`src/rtl/core/hrsp_pkg.sv`:
```
// ============================================================================
// hrsp_pkg: shared types and constants for the HTTP request stream parser
// Holds phase, length-scan and kind codes, the header key and the
// transaction payload types.
// ============================================================================
`default_nettype none

package hrsp_pkg;

    localparam int METHOD_MAX = 7;
    localparam int PATH_MAX   = 255;
    localparam int QUERY_MAX  = 511;
    localparam int BODY_CAP   = 4096;
    localparam int KEY_LEN    = 15;

    localparam int CNT_W  = 9;
    localparam int BCNT_W = 12;

    localparam logic [31:0] BODY_KEEP = 32'(BODY_CAP - 1);

    typedef enum logic [2:0] {
        PH_METHOD   = 3'd0,
        PH_GAP      = 3'd1,
        PH_PATH     = 3'd2,
        PH_PATH_END = 3'd3,
        PH_QUERY    = 3'd4,
        PH_REST     = 3'd5,
        PH_BODY     = 3'd6,
        PH_DONE     = 3'd7
    } phase_t;

    typedef enum logic [1:0] {
        LS_SEARCH   = 2'd0,
        LS_SPACES   = 2'd1,
        LS_DIGITS   = 2'd2,
        LS_FINISHED = 2'd3
    } lstage_t;

    localparam logic [2:0] KIND_METHOD = 3'd0;
    localparam logic [2:0] KIND_PATH   = 3'd1;
    localparam logic [2:0] KIND_QUERY  = 3'd2;
    localparam logic [2:0] KIND_BODY   = 3'd3;
    localparam logic [2:0] KIND_EVENT  = 3'd4;

    localparam logic [7:0] CH_SP = 8'h20;
    localparam logic [7:0] CH_CR = 8'h0D;
    localparam logic [7:0] CH_LF = 8'h0A;
    localparam logic [7:0] CH_QM = 8'h3F;
    localparam logic [7:0] CH_PL = 8'h2B;
    localparam logic [7:0] CH_MI = 8'h2D;

    function automatic logic [7:0] key_char(input logic [3:0] idx);
        logic [7:0] c;
        c = 8'h00;
        unique case (idx)
            4'd0:  c = "c";
            4'd1:  c = "o";
            4'd2:  c = "n";
            4'd3:  c = "t";
            4'd4:  c = "e";
            4'd5:  c = "n";
            4'd6:  c = "t";
            4'd7:  c = "-";
            4'd8:  c = "l";
            4'd9:  c = "e";
            4'd10: c = "n";
            4'd11: c = "g";
            4'd12: c = "t";
            4'd13: c = "h";
            4'd14: c = ":";
            default: c = 8'h00;
        endcase
        return c;
    endfunction

    typedef struct packed {
        logic [7:0] data_in;
        logic       first;
    } in_item_t;

    // front-to-back queue entry: byte, restart and the tag decided in front
    typedef struct packed {
        logic [7:0] data;
        logic       first;
        logic       body;     // byte lands in the body phase
        logic       hdr_end;  // byte completes CR LF CR LF
        logic       req_tag;  // request-line byte with a tag
        logic [2:0] kind;
    } cls_t;

    typedef struct packed {
        logic [2:0]  kind;
        logic [7:0]  data;
        logic        headers_done;
        logic        complete;
        logic [31:0] decl_length;
        logic [11:0] body_count;
    } out_item_t;

endpackage

`default_nettype wire

```
`src/rtl/core/hrsp_stream_if.sv`:
```
// ============================================================================
// hrsp_stream_if: valid/ready channel
// Carries one payload per transaction.
// ============================================================================
`default_nettype none

interface hrsp_stream_if #(parameter type T = logic) ();
    logic valid;
    logic ready;
    T     payload;

    modport source (output valid, output payload, input ready);
    modport sink (input valid, input payload, output ready);
endinterface

`default_nettype wire

```
`src/rtl/core/http_request_stream_parser.sv`:
```
// ============================================================================
// http_request_stream_parser: streaming HTTP request byte parser
// Front classifier, two-entry queue, back length/body unit with result register.
// ============================================================================
// Path: a tagged byte accepted by the front is written into the queue, and
//   loads the result register when the back takes it from the queue.
// Throughput: one byte per cycle while the queue has room; front and back state
//   each update once per accepted byte; the queue absorbs output stalls.
// Reset: rst_n clears all parser state asynchronously to the method phase;
//   a byte with first set clears it as well before being handled.
`default_nettype none

module http_request_stream_parser (
    input wire logic clk,
    input wire logic rst_n,
    hrsp_stream_if.sink   in_ch,
    hrsp_stream_if.source out_ch
);
    import hrsp_pkg::*;

    // front -> queue
    logic fq_valid, fq_ready;
    cls_t fq_item;
    // queue -> back
    logic qb_valid, qb_ready;
    cls_t qb_item;

    // front tracks request line and header end per byte
    hrsp_front u_front (
        .clk       (clk),
        .rst_n     (rst_n),
        .in_valid  (in_ch.valid),
        .in_item   (in_ch.payload),
        .in_ready  (in_ch.ready),
        .cls_valid (fq_valid),
        .cls_item  (fq_item),
        .cls_ready (fq_ready)
    );

    // short queue so front keeps accepting while the output is stalled
    hrsp_queue u_queue (
        .clk      (clk),
        .rst_n    (rst_n),
        .wr_valid (fq_valid),
        .wr_item  (fq_item),
        .wr_ready (fq_ready),
        .rd_valid (qb_valid),
        .rd_item  (qb_item),
        .rd_ready (qb_ready)
    );

    // back does the header length scan, body count and result transaction
    hrsp_back u_back (
        .clk       (clk),
        .rst_n     (rst_n),
        .cls_valid (qb_valid),
        .cls_item  (qb_item),
        .cls_ready (qb_ready),
        .out_valid (out_ch.valid),
        .out_item  (out_ch.payload),
        .out_ready (out_ch.ready)
    );

endmodule

`default_nettype wire

```
`src/rtl/core/hrsp_front.sv`:
```
// ============================================================================
// hrsp_front: byte classifier
// Tracks the request line phase and the CRLFCRLF detector, tags each byte.
// ============================================================================
`default_nettype none

module hrsp_front (
    input  wire logic                 clk,
    input  wire logic                 rst_n,
    input  wire logic                 in_valid,
    input  wire hrsp_pkg::in_item_t   in_item,
    output logic                      in_ready,
    output logic                      cls_valid,
    output hrsp_pkg::cls_t            cls_item,
    input  wire logic                 cls_ready
);
    import hrsp_pkg::*;

    phase_t            phase_reg, phase_next;
    logic [CNT_W-1:0]  cnt_reg, cnt_next;
    logic [23:0]       recent_reg, recent_next;
    logic              hdone_reg, hdone_next;

    phase_t            ph0;
    logic [CNT_W-1:0]  c0;
    logic [23:0]       r0;
    logic              hd0;
    logic [7:0]        b;
    logic              take;
    logic              is_tag;
    logic [2:0]        k;

    assign in_ready  = cls_ready;
    assign cls_valid = in_valid;
    assign take      = in_valid && cls_ready;
    assign b         = in_item.data_in;

    always_comb
    begin
        ph0 = in_item.first ? PH_METHOD : phase_reg;
        c0  = in_item.first ? '0 : cnt_reg;
        r0  = in_item.first ? '0 : recent_reg;
        hd0 = in_item.first ? 1'b0 : hdone_reg;
        phase_next  = ph0;
        cnt_next    = c0;
        recent_next = r0;
        hdone_next  = hd0;
        is_tag = 1'b0;
        k      = KIND_METHOD;
        cls_item = '0;
        cls_item.data  = b;
        cls_item.first = in_item.first;
        if (hd0)
        begin
            cls_item.body = 1'b1;
        end
        else if (r0 == {CH_CR, CH_LF, CH_CR} && b == CH_LF)
        begin
            cls_item.hdr_end = 1'b1;
            hdone_next  = 1'b1;
            recent_next = {r0[15:0], b};
        end
        else
        begin
            recent_next = {r0[15:0], b};
            unique case (ph0)
                PH_METHOD:
                begin
                    if (b == CH_SP)
                    begin
                        phase_next = PH_GAP;
                        cnt_next   = '0;
                    end
                    else
                    begin
                        is_tag = 1'b1;
                        k      = KIND_METHOD;
                        if (c0 + 1'b1 >= CNT_W'(METHOD_MAX))
                        begin
                            phase_next = PH_GAP;
                            cnt_next   = '0;
                        end
                        else
                            cnt_next = c0 + 1'b1;
                    end
                end
                PH_GAP, PH_PATH:
                begin
                    if (ph0 == PH_GAP && b == CH_SP)
                    begin
                    end
                    else if (b == CH_SP || b == CH_CR)
                        phase_next = PH_REST;
                    else if (b == CH_QM)
                    begin
                        phase_next = PH_QUERY;
                        cnt_next   = '0;
                    end
                    else
                    begin
                        is_tag = 1'b1;
                        k      = KIND_PATH;
                        cnt_next = (ph0 == PH_GAP) ? CNT_W'(1) : c0 + 1'b1;
                        phase_next = (cnt_next >= CNT_W'(PATH_MAX)) ? PH_PATH_END
                                                                     : PH_PATH;
                    end
                end
                PH_PATH_END:
                begin
                    if (b == CH_QM)
                    begin
                        phase_next = PH_QUERY;
                        cnt_next   = '0;
                    end
                    else
                        phase_next = PH_REST;
                end
                PH_QUERY:
                begin
                    if (b == CH_SP || b == CH_CR)
                        phase_next = PH_REST;
                    else
                    begin
                        is_tag   = 1'b1;
                        k        = KIND_QUERY;
                        cnt_next = c0 + 1'b1;
                        if (cnt_next >= CNT_W'(QUERY_MAX))
                            phase_next = PH_REST;
                    end
                end
                default:
                begin
                end
            endcase
        end
        cls_item.req_tag = is_tag;
        cls_item.kind    = k;
    end

    always_ff @(posedge clk or negedge rst_n)
    begin
        if (!rst_n)
        begin
            phase_reg  <= PH_METHOD;
            cnt_reg    <= '0;
            recent_reg <= '0;
            hdone_reg  <= 1'b0;
        end
        else if (take)
        begin
            phase_reg  <= phase_next;
            cnt_reg    <= cnt_next;
            recent_reg <= recent_next;
            hdone_reg  <= hdone_next;
        end
    end

`ifndef SYNTHESIS
    a_end_sets_done: assert property (@(posedge clk) disable iff (!rst_n)
        take && cls_item.hdr_end |=> hdone_reg)
        else $error("header end not recorded");
    a_no_tag_in_body: assert property (@(posedge clk) disable iff (!rst_n)
        cls_item.body |-> !cls_item.req_tag)
        else $error("body byte tagged as request line");
    a_cnt_range: assert property (@(posedge clk) disable iff (!rst_n)
        cnt_reg <= CNT_W'(QUERY_MAX))
        else $error("field counter out of range");
`endif

endmodule

`default_nettype wire

```
`src/rtl/core/hrsp_queue.sv`:
```
// ============================================================================
// hrsp_queue: two-entry queue between front and back
// Full-rate FIFO, registered outputs, cuts the ready path.
// ============================================================================
`default_nettype none

module hrsp_queue (
    input  wire logic            clk,
    input  wire logic            rst_n,
    input  wire logic            wr_valid,
    input  wire hrsp_pkg::cls_t  wr_item,
    output logic                 wr_ready,
    output logic                 rd_valid,
    output hrsp_pkg::cls_t       rd_item,
    input  wire logic            rd_ready
);
    import hrsp_pkg::*;

    cls_t       mem_reg [2];
    logic       wptr_reg, rptr_reg;
    logic [1:0] cnt_reg;
    logic       wr, rd;

    assign wr_ready = (cnt_reg != 2'd2);
    assign rd_valid = (cnt_reg != 2'd0);
    assign rd_item  = mem_reg[rptr_reg];
    assign wr = wr_valid && wr_ready;
    assign rd = rd_valid && rd_ready;

    always_ff @(posedge clk)
    begin
        if (wr)
            mem_reg[wptr_reg] <= wr_item;
    end

    always_ff @(posedge clk or negedge rst_n)
    begin
        if (!rst_n)
        begin
            wptr_reg <= 1'b0;
            rptr_reg <= 1'b0;
            cnt_reg  <= '0;
        end
        else
        begin
            if (wr)
                wptr_reg <= ~wptr_reg;
            if (rd)
                rptr_reg <= ~rptr_reg;
            cnt_reg <= cnt_reg + {1'b0, wr} - {1'b0, rd};
        end
    end

`ifndef SYNTHESIS
    a_cnt: assert property (@(posedge clk) disable iff (!rst_n) cnt_reg != 2'd3)
        else $error("queue count overflow");
    a_ptr: assert property (@(posedge clk) disable iff (!rst_n)
        cnt_reg == {1'b0, wptr_reg ^ rptr_reg} || cnt_reg == 2'd2)
        else $error("queue pointers inconsistent");
    a_hold: assert property (@(posedge clk) disable iff (!rst_n)
        rd_valid && !rd_ready |=> rd_valid)
        else $error("queue lost an entry");
`endif

endmodule

`default_nettype wire

```
`src/rtl/core/hrsp_back.sv`:
```
// ============================================================================
// hrsp_back: length scan, body accounting and result register
// Parses Content-Length, counts body bytes and builds result transactions.
// ============================================================================
`default_nettype none

module hrsp_back (
    input  wire logic               clk,
    input  wire logic               rst_n,
    input  wire logic               cls_valid,
    input  wire hrsp_pkg::cls_t     cls_item,
    output logic                    cls_ready,
    output logic                    out_valid,
    output hrsp_pkg::out_item_t     out_item,
    input  wire logic               out_ready
);
    import hrsp_pkg::*;

    lstage_t     ls_reg, ls_next;
    logic [3:0]  mpos_reg, mpos_next;
    logic        lstart_reg, lstart_next;
    logic        neg_reg, neg_next;
    logic [31:0] len_reg, len_next;
    logic [31:0] rcv_reg, rcv_next;
    logic        done_reg, done_next;
    logic        hd_reg, hd_next;
    logic        ov_reg;
    out_item_t   out_reg;

    lstage_t     ls0;
    logic [3:0]  mp0;
    logic        lst0, ng0, dn0;
    logic [31:0] ln0, rc0, decl, dig;
    logic [7:0]  b, low;
    logic        isd, emit, take, keep;
    logic [2:0]  k;

    assign cls_ready = !ov_reg || out_ready;
    assign take      = cls_valid && cls_ready;
    assign out_valid = ov_reg;
    assign out_item  = out_reg;
    assign b   = cls_item.data;
    assign isd = (b >= "0") && (b <= "9");
    assign low = (b >= "A" && b <= "Z") ? b + 8'd32 : b;

    function automatic logic [31:0] times_ten(input logic [31:0] v, input logic [3:0] d);
        logic [35:0] t;
        t = {1'b0, v, 3'b000} + {3'b000, v, 1'b0} + {32'd0, d};
        return (t[35:32] != 4'd0) ? 32'hFFFF_FFFF : t[31:0];
    endfunction

    always_comb
    begin
        ls0  = cls_item.first ? LS_SEARCH : ls_reg;
        mp0  = cls_item.first ? '0 : mpos_reg;
        lst0 = cls_item.first ? 1'b1 : lstart_reg;
        ng0  = cls_item.first ? 1'b0 : neg_reg;
        ln0  = cls_item.first ? '0 : len_reg;
        rc0  = cls_item.first ? '0 : rcv_reg;
        dn0  = cls_item.first ? 1'b0 : done_reg;
        dig  = 32'(b - "0");
        ls_next = ls0; mpos_next = mp0; lstart_next = lst0; neg_next = ng0;
        len_next = ln0; rcv_next = rc0; done_next = dn0;
        hd_next = cls_item.body || cls_item.hdr_end;
        decl = (ng0 && ln0 != 0) ? 32'hFFFF_FFFF : ln0;
        emit = 1'b0;
        keep = 1'b0;
        k    = cls_item.kind;
        if (cls_item.hdr_end)
        begin
            emit = 1'b1;
            k    = KIND_EVENT;
            done_next = (decl == 32'd0);
        end
        else if (cls_item.body)
        begin
            if (!dn0)
            begin
                rcv_next = rc0 + 32'd1;
                keep = (rcv_next <= BODY_KEEP);
                k = keep ? KIND_BODY : KIND_EVENT;
                emit = keep;
                if (rcv_next >= decl)
                begin
                    done_next = 1'b1;
                    emit = 1'b1;
                end
            end
        end
        else
        begin
            emit = cls_item.req_tag;
            unique case (ls0)
                LS_SEARCH:
                begin
                    if (mp0 != 0 || lst0)
                    begin
                        if (mp0 < 4'(KEY_LEN) && low == key_char(mp0))
                        begin
                            mpos_next = mp0 + 4'd1;
                            if (mpos_next == 4'(KEY_LEN))
                                ls_next = LS_SPACES;
                        end
                        else
                            mpos_next = '0;
                    end
                end
                LS_SPACES:
                begin
                    if (b != CH_SP)
                    begin
                        if (b == CH_PL || b == CH_MI)
                        begin
                            neg_next = (b == CH_MI);
                            ls_next  = LS_DIGITS;
                        end
                        else if (isd)
                        begin
                            len_next = times_ten(ln0, dig[3:0]);
                            ls_next  = LS_DIGITS;
                        end
                        else
                            ls_next = LS_FINISHED;
                    end
                end
                LS_DIGITS:
                begin
                    if (isd)
                        len_next = times_ten(ln0, dig[3:0]);
                    else
                        ls_next = LS_FINISHED;
                end
                default:
                begin
                end
            endcase
            lstart_next = (b == CH_LF);
        end
    end

    always_ff @(posedge clk or negedge rst_n)
    begin
        if (!rst_n)
        begin
            ls_reg <= LS_SEARCH; mpos_reg <= '0; lstart_reg <= 1'b1; neg_reg <= 1'b0;
            len_reg <= '0; rcv_reg <= '0; done_reg <= 1'b0; hd_reg <= 1'b0;
            ov_reg <= 1'b0;
        end
        else
        begin
            if (take)
            begin
                ls_reg <= ls_next; mpos_reg <= mpos_next; lstart_reg <= lstart_next;
                neg_reg <= neg_next; len_reg <= len_next; rcv_reg <= rcv_next;
                done_reg <= done_next; hd_reg <= hd_next;
                ov_reg <= emit;
            end
            else if (out_ready)
                ov_reg <= 1'b0;
        end
    end

    always_ff @(posedge clk)
    begin
        if (take && emit)
        begin
            out_reg.kind <= k;
            out_reg.data <= (k == KIND_EVENT) ? 8'h00 : b;
            out_reg.headers_done <= hd_next;
            out_reg.complete <= done_next;
            out_reg.decl_length <= (neg_next && len_next != 0) ? 32'hFFFF_FFFF
                                                               : len_next;
            out_reg.body_count <= (rcv_next < BODY_KEEP) ? rcv_next[BCNT_W-1:0]
                                                         : BODY_KEEP[BCNT_W-1:0];
        end
    end

`ifndef SYNTHESIS
    a_done_needs_hd: assert property (@(posedge clk) disable iff (!rst_n)
        done_reg |-> hd_reg)
        else $error("complete without headers");
    a_out_hold: assert property (@(posedge clk) disable iff (!rst_n)
        out_valid && !out_ready |=> $stable(out_reg))
        else $error("result changed while stalled");
    a_mpos: assert property (@(posedge clk) disable iff (!rst_n)
        mpos_reg <= 4'(KEY_LEN))
        else $error("match position out of range");
`endif

endmodule

`default_nettype wire
```
`src/flat_wrapper.sv`:
```
// flat-port wrapper written by rule: the top's interface ports become plain ports
module http_request_stream_parser_flat import hrsp_pkg::*;
  (clk, rst_n, in_ch_valid, in_ch_payload, in_ch_ready, out_ch_valid, out_ch_payload, out_ch_ready);
  hrsp_stream_if in_ch_i ();
  hrsp_stream_if out_ch_i ();
  input wire logic clk;
  input wire logic rst_n;
  input wire logic [$bits(in_ch_i.valid)-1:0] in_ch_valid;
  input wire logic [$bits(in_ch_i.payload)-1:0] in_ch_payload;
  output wire logic [$bits(in_ch_i.ready)-1:0] in_ch_ready;
  output wire logic [$bits(out_ch_i.valid)-1:0] out_ch_valid;
  output wire logic [$bits(out_ch_i.payload)-1:0] out_ch_payload;
  input wire logic [$bits(out_ch_i.ready)-1:0] out_ch_ready;
  assign in_ch_i.valid = in_ch_valid;
  assign in_ch_i.payload = in_ch_payload;
  assign in_ch_ready = in_ch_i.ready;
  assign out_ch_valid = out_ch_i.valid;
  assign out_ch_payload = out_ch_i.payload;
  assign out_ch_i.ready = out_ch_ready;
  http_request_stream_parser u_core (.clk(clk), .rst_n(rst_n), .in_ch(in_ch_i), .out_ch(out_ch_i));
endmodule
```
`config.mk`:
```
export PLATFORM = sky130hd
export DESIGN_NAME = http_request_stream_parser_flat
export DESIGN_NICKNAME = d
export VERILOG_FILES = /design/src/rtl/core/hrsp_pkg.sv /design/src/rtl/core/hrsp_stream_if.sv /design/src/rtl/core/http_request_stream_parser.sv /design/src/rtl/core/hrsp_front.sv /design/src/rtl/core/hrsp_queue.sv /design/src/rtl/core/hrsp_back.sv /design/src/flat_wrapper.sv
export SDC_FILE = /design/constraint.sdc
export NUM_CORES = 1
export LEC_CHECK = 0
export BUFFER_PORTS_ARGS = -buffer_cell sky130_fd_sc_hd__clkbuf_2
export CORE_ASPECT_RATIO = 0.8
export CORE_MARGIN = 4
export CORE_UTILIZATION = 46
export DETAILED_ROUTE_END_ITERATION = 8
export GPL_ROUTABILITY_DRIVEN = 0
export PLACE_DENSITY_LB_ADDON = 0.12
export SLEW_MARGIN = 20
export SYNTH_ARGS = -nofsm -noshare
export SYNTH_HDL_FRONTEND = slang
export SYNTH_SLANG_ARGS = --single-unit
```
`constraint.sdc`:
```
create_clock -name clk -period 9.1 [get_ports clk]
set_input_delay 1.82 -clock clk [delete_from_list [all_inputs] [get_ports clk]]
set_output_delay 1.82 -clock clk [all_outputs]
set_load 0.01 [all_outputs]
```
==> After elaboration in Yosys (flattened, before gate mapping) <==
Memories as Yosys holds them, arrays and structs flattened.
Cells that the tools add are included.
{ "word_totals": {"ff_bits": 92, "ramBits": 12, "mem_bits_ro": 112, "inputBits": 5, "memories": 2} }
{ "memory_table": {"columns": ["name", "depth", "width", "rd", "rd_clocked_by_memory_dff", "write_ports", "line_no", "source"], "rows": [
  ["(name not given)", 16, 7, 1, 0, 0, "hrsp_pkg.sv:55", "unique case (idx)"],
  ["u_core.u_queue.mem_reg", 2, 6, 1, 0, 1, "hrsp_queue.sv:19", "cls_t mem_reg [2];"]
]} }
{ "classes": {"add_sub_neg": 9, "order_cmp": 11, "n_eq_ne": 13, "n_mux": 74, "bitwise": 2, "reduce_logical": 21} }
{ "op_table": {"columns": ["op", "count"], "rows": [
  ["two-way mux 32 bit", 12],
  ["one-hot mux 32 bit (2 select lines)", 1],
  ["two-way mux 8 bit", 5],
  ["adder 35 x 33 -> 36 bit", 1],
  ["adder 36 x 4 -> 36 bit", 1],
  ["two-way mux 9 bit", 4],
  ["adder 32 x 1 -> 32 bit, second input constant", 1],
  ["greater-or-equal comparator 32 bit", 1],
  ["less-or-equal comparator 32 x 12 -> 1 bit, second input constant", 1],
  ["zero test 32 bit", 1],
  ["< comparator 32 x 12 -> 1 bit, second input constant", 1],
  ["nonzero test 32 bit", 1],
  ["two-way mux 1 bit", 29],
  ["one-hot mux 9 bit (3 select lines)", 1],
  ["two-way mux 4 bit", 6],
  ["== test 8 x 6 -> 1 bit, both inputs constant", 2],
  ["two-way mux 2 bit", 8],
  ["two-way mux 3 bit", 5],
  ["one-hot mux 3 bit (4 select lines)", 1],
  ["adder 9 x 1 -> 9 bit, second input constant", 1],
  ["greater-or-equal comparator 9 x 3 -> 1 bit, second input constant", 1],
  ["greater-or-equal comparator 9 x 8 -> 1 bit, second input constant", 1],
  ["greater-or-equal comparator 9 bit, second input constant", 1],
  ["adder 8 x 6 -> 8 bit, both inputs constant", 1],
  ["31 further kinds", 43]
]} }

==> Longest topological paths before layout <==
An unclocked memory read counts as a cell.
{ "depth": {"depth_word": 15, "depth_mapped": 25, "mapped_depth_nobuf": 18} }

==> By module <==
From an unflattened synthesis, not the netlist that was laid out.
{ "hier_totals": {"cells_unflattened": 1939, "hier_area_um2": 16335.7} }
{ "modules_own_cells": {"columns": ["module", "instances", "cells_per_inst", "area_per_inst_um2", "seq_area_each_um2"], "rows": [
  ["hrsp_back", 1, 1551, 12366.9, 3564.7],
  ["hrsp_front", 1, 323, 2673.8, 925.9],
  ["hrsp_queue", 1, 64, 1291.2, 1001.0],
  ["http_request_stream_parser", 1, 1, 3.8, 0.0]
]} }

==> Least setup slack after synthesis <==
OpenSTA, ideal clock, no wires.
{ "synth_path": {"path_kind": "register -> register", "startpoint": "register u_core.u_queue.rptr_reg", "endpoint": "register u_core.u_back.out_reg (netlist bit u_core.u_back.out_item[0]) (enable)", "setup_time_ps": 241, "arrival_time_ps": 5539, "required_ps": 8859, "path_slack_ps": 3320, "path_stages_with_launch": 25, "path_buffers": 7, "synth_period_minus_slack_ps": 5780, "path_cell_list": "dfrtp_1 -> buf_6 -> mux2i_1 -> clkbuf_1 -> clkbuf_1 -> clkbuf_1 -> clkbuf_1 -> clkbuf_1 -> and2_1 -> ha_1 -> and3_1 -> clkbuf_1 -> nand3_1 -> nor4_1 -> xor2_1 -> and2_1 -> ha_1 -> a21o_1 -> a21o_1 -> a2111oi_0 -> o21ai_0 -> or4_1 -> a21oi_1 -> o31a_1 -> nand2_1"} }
{ "synth_via": {"elab_chain_len": 11, "word_cells_on_any_way": 16} }
{ "synth_lines": {"columns": ["element", "line_no", "source"], "rows": [
  ["from (decl)", "hrsp_queue.sv:20", "logic wptr_reg, rptr_reg;"],
  ["from (signal assigned)", "hrsp_queue.sv:49", "rptr_reg <= ~rptr_reg;"],
  ["memory (2 x 6 bit) *", null, null],
  ["parallel branches: the longest is 7 deep, another holds adder 32 x 1 -> 32 bit", null, null],
  ["two-way mux 1 bit *", "hrsp_back.sv:75", "else if (cls_item.body)"],
  ["two-way mux 1 bit *", "hrsp_back.sv:69", "if (cls_item.hdr_end)"],
  ["logical AND 1 bit *", "hrsp_back.sv:165", "if (take && emit)"],
  ["to (decl)", "hrsp_back.sv:28", "out_item_t out_reg;"]
]} }
Every way passes the cells marked *.
A chain may end at the register's enable or synchronous reset.

==> Worst setup path in the final report <==
Ends and elaborated chain as after synthesis.

==> results.sh <==
export IMPL_ys_seq_elements=91
export IMPL_hold_class="register to register"
export IMPL_layout_common_cells="dfrtp_1 (84), a21oi_1 (74), nand2_1 (64), nor2_1 (47), ha_1 (37)"
export IMPL_drtIter0Drc=508
export IMPL_grtUsageTotal=0.217
export IMPL_drtAntennaViolNets=0
export IMPL_synthFlopType="dfrtp_1"
export IMPL_die_y_um=111
export IMPL_startpoint="u_core.u_queue.rptr_reg"
export IMPL_antenna_found_initial=0
export IMPL_synth_distinct_cells=61
export IMPL_worst_r2r_path_depth=17
export IMPL_grt_max_degree=60
export IMPL_cts_root_buf="clkbuf_16"
export IMPL_min_delay_start="u_core.u_queue.cnt_reg[1]"
export IMPL_cts_max_path_buffers=2
export IMPL_synth_top_cell_by_area="dfrtp_1"
export IMPL_max_cap_violations=0
export IMPL_fin_ws_ps=3550
export IMPL_cts_setup_buffers=0
export IMPL_totalWireLength_um=15800
export IMPL_synth_area_um2=6070
export IMPL_setup_tns_ps=0
export IMPL_synth_warnings=0
export IMPL_syn_inst=690
export IMPL_ir_drop_mv=0.108
export IMPL_clk_latency_ps=350
export IMPL_cts_made_buffers=9
export IMPL_rsz0062_at_grt="no"
export IMPL_drc_errors=0
export IMPL_yosysSeqAreaShare=0.381
export IMPL_ios=8
export IMPL_worstSetupStartpointType="register"
export IMPL_num_vias=5170
export IMPL_layout_nets=713
export IMPL_clock_skew_ps=8.85
export IMPL_die_area_um2=15100
export IMPL_power_density_nw_per_um2=208
export IMPL_die_w_um=136
export IMPL_end_kind="register"
export IMPL_fin_area_um2=6540
export IMPL_hold_viol=0
export IMPL_finalCritPeriodShare=0.610
export IMPL_path_clk_slew_ps=70
export IMPL_synth_edf_count=7
export IMPL_grt_pass1_wl_um=26100
export IMPL_slew_headroom=0.374
export IMPL_place_area_um2=6210
export IMPL_syn_avg_cell_area_um2=8.79
export IMPL_slew_violations=0
export IMPL_htree_levels=3
export IMPL_clock_fmax_mhz=180
export IMPL_firstDrtPassIters=5
export IMPL_cts_tree="done"
export IMPL_fin_hold_ws_ps=494
export IMPL_syn_to_final_growth_pct=7.69
export IMPL_synth_nets=732
export IMPL_regToRegStartpoint="u_core.u_queue.rptr_reg"
export IMPL_drive_gt1_frac=0.0592
export IMPL_required_ps=9220
export IMPL_status="completed"
export IMPL_setup_viol=0
export IMPL_grt_overflow=0
export IMPL_worstSetupPathType="register to register"
export IMPL_diodes=0
export IMPL_via_per_inst=6.08
export IMPL_p_leak_nw=2.88
export IMPL_port_buffers=7
export IMPL_synth_top_area_frac=0.346
export IMPL_start_util=0.472
export IMPL_grt_pass1_vias=4855
export IMPL_cts_resized=0
export IMPL_synth_area_leaders="dfrtp_1 (35%), ha_1 (7.6%), a21oi_1 (6.1%)"
export IMPL_tightest_slew_ps=920
export IMPL_cts_sinks=91
export IMPL_crit_path_max_fanout=31
export IMPL_dp_hpwl_um=11300
export IMPL_rows=37
export IMPL_arrival_ps=5680
export IMPL_period_needed_ps=5550
export IMPL_core_area_um2=12900
export IMPL_dp_slack_ps=3590
export IMPL_final_common_cell="dfrtp_1"
export IMPL_wire_per_inst_um=18.6
export IMPL_n_fill_cell=1244
export IMPL_async_flop_share=0.923
export IMPL_ctsHoldBuffers=0
export IMPL_hold_path_depth=1
export IMPL_final_util=0.508
## through the flow
| stage | total power [mW] | std cells |
|---|---|---|
| 2_1_floorplan | 0.828 | 690 |
| 3_3_place_gp | 0.947 | 835 |
| 3_5_place_dp | 0.957 | 835 |
| 4_1_cts | 1.37 | 851 |
| 5_1_grt | 1.45 | 851 |
| 6_report | 1.36 | 851 |
## final timing paths
kind,end,slack [ps]
worst max register to register,u_core.u_back.out_item[0],3550
max in group asynchronous,u_core.u_front.cnt_reg[6],6650
min in group asynchronous,u_core.u_back.rcv_reg[31],1380
worst max-delay path,u_core.u_back.out_item[0],3550
worst min register to register,u_core.u_queue.cnt_reg[1],490
worst min-delay path,u_core.u_queue.cnt_reg[1],490
## worst max-delay path, cell delays in order (launching register included)
cell and delay, ps:
dfrtp_1 520, mux2i_4 830, and2_1 280, ha_1 190, and3_1 260, nand3_1 300
nor4_1 410, xor2_1 120, and2_1 190, ha_1 180, a21o_1 180, a21o_1 170
a2111oi_0 370, o21ai_0 190, or4_1 540, a21oi_1 290, o31a_1 210, nand2_1 60
## synthesized netlist by cell type (3+ instances only)
cell type	count
dfrtp_1	84
a21oi_1	74
nand2_1	64
nor2_1	48
clkbuf_1	38
ha_1	37
o21ai_0	37
nor2b_1	34
nand4_1	24
nand3_1	23
xnor2_1	23
a22o_1	21
a21o_1	15
nor4_1	15
xor2_1	12
mux2i_1	11
nor3_1	11
and3_1	10
nand2b_1	10
and2_1	8
and4_1	8
inv_1	8
o31ai_1	8
edfxtp_1	7
or3_1	7
a211oi_1	5
o211ai_1	3
## cells by family (layout without fill, tap and decap cells)
| group | after synthesis | count (layout) | synth area share |
|---|---|---|---|
| xor+xnor | 35 | 35 | 0.0505 |
| mux | 13 | 13 | 0.0225 |
| flops | 91 | 91 | 0.381 |
| compound gates | 187 | 187 | 0.195 |
| fa+ha+maj | 38 | 38 | 0.0779 |
| simple gates | 272 | 272 | 0.237 |
| buf+inv | 54 | 40 | 0.0363 |
## final cells by class
cell class | count | area, um2 | area share
clock buffers | 11 | 243 | 0.0371
clock inverters | 5 | 77.6 | 0.0119
inverters | 10 | 37.5 | 0.00574
multi-input cells | 545 | 3560 | 0.544
flip-flops and latches | 91 | 2310 | 0.354
well taps | 175 | 219 | 0.0335
repair buffers | 14 | 90.1 | 0.0138
## layer usage
layer | vias to the layer above | global-route usage | share of wire | wire (um)
met1 | 2493 | 0.318 | 0.48 | 7610
met2 | 167 | 0.323 | 0.44 | 6920
li1 | 2484 | - | - | -
met5 | - | 0 | 0 | 0
met3 | 26 | 0.0485 | 0.062 | 983
met4 | 0 | 0.0604 | 0.018 | 278
## where the power goes
group | switching (mW) | leakage (nW) | internal [mW] | total (mW)
logic | 0.311 | 1.51 | 0.139 | 0.450
registers | 0.0514 | 1.21 | 0.452 | 0.503
clock network | 0.161 | 0.156 | 0.247 | 0.408
total | 0.523 | 2.88 | 0.839 | 1.36
Power figures use the tool's default switching activity.
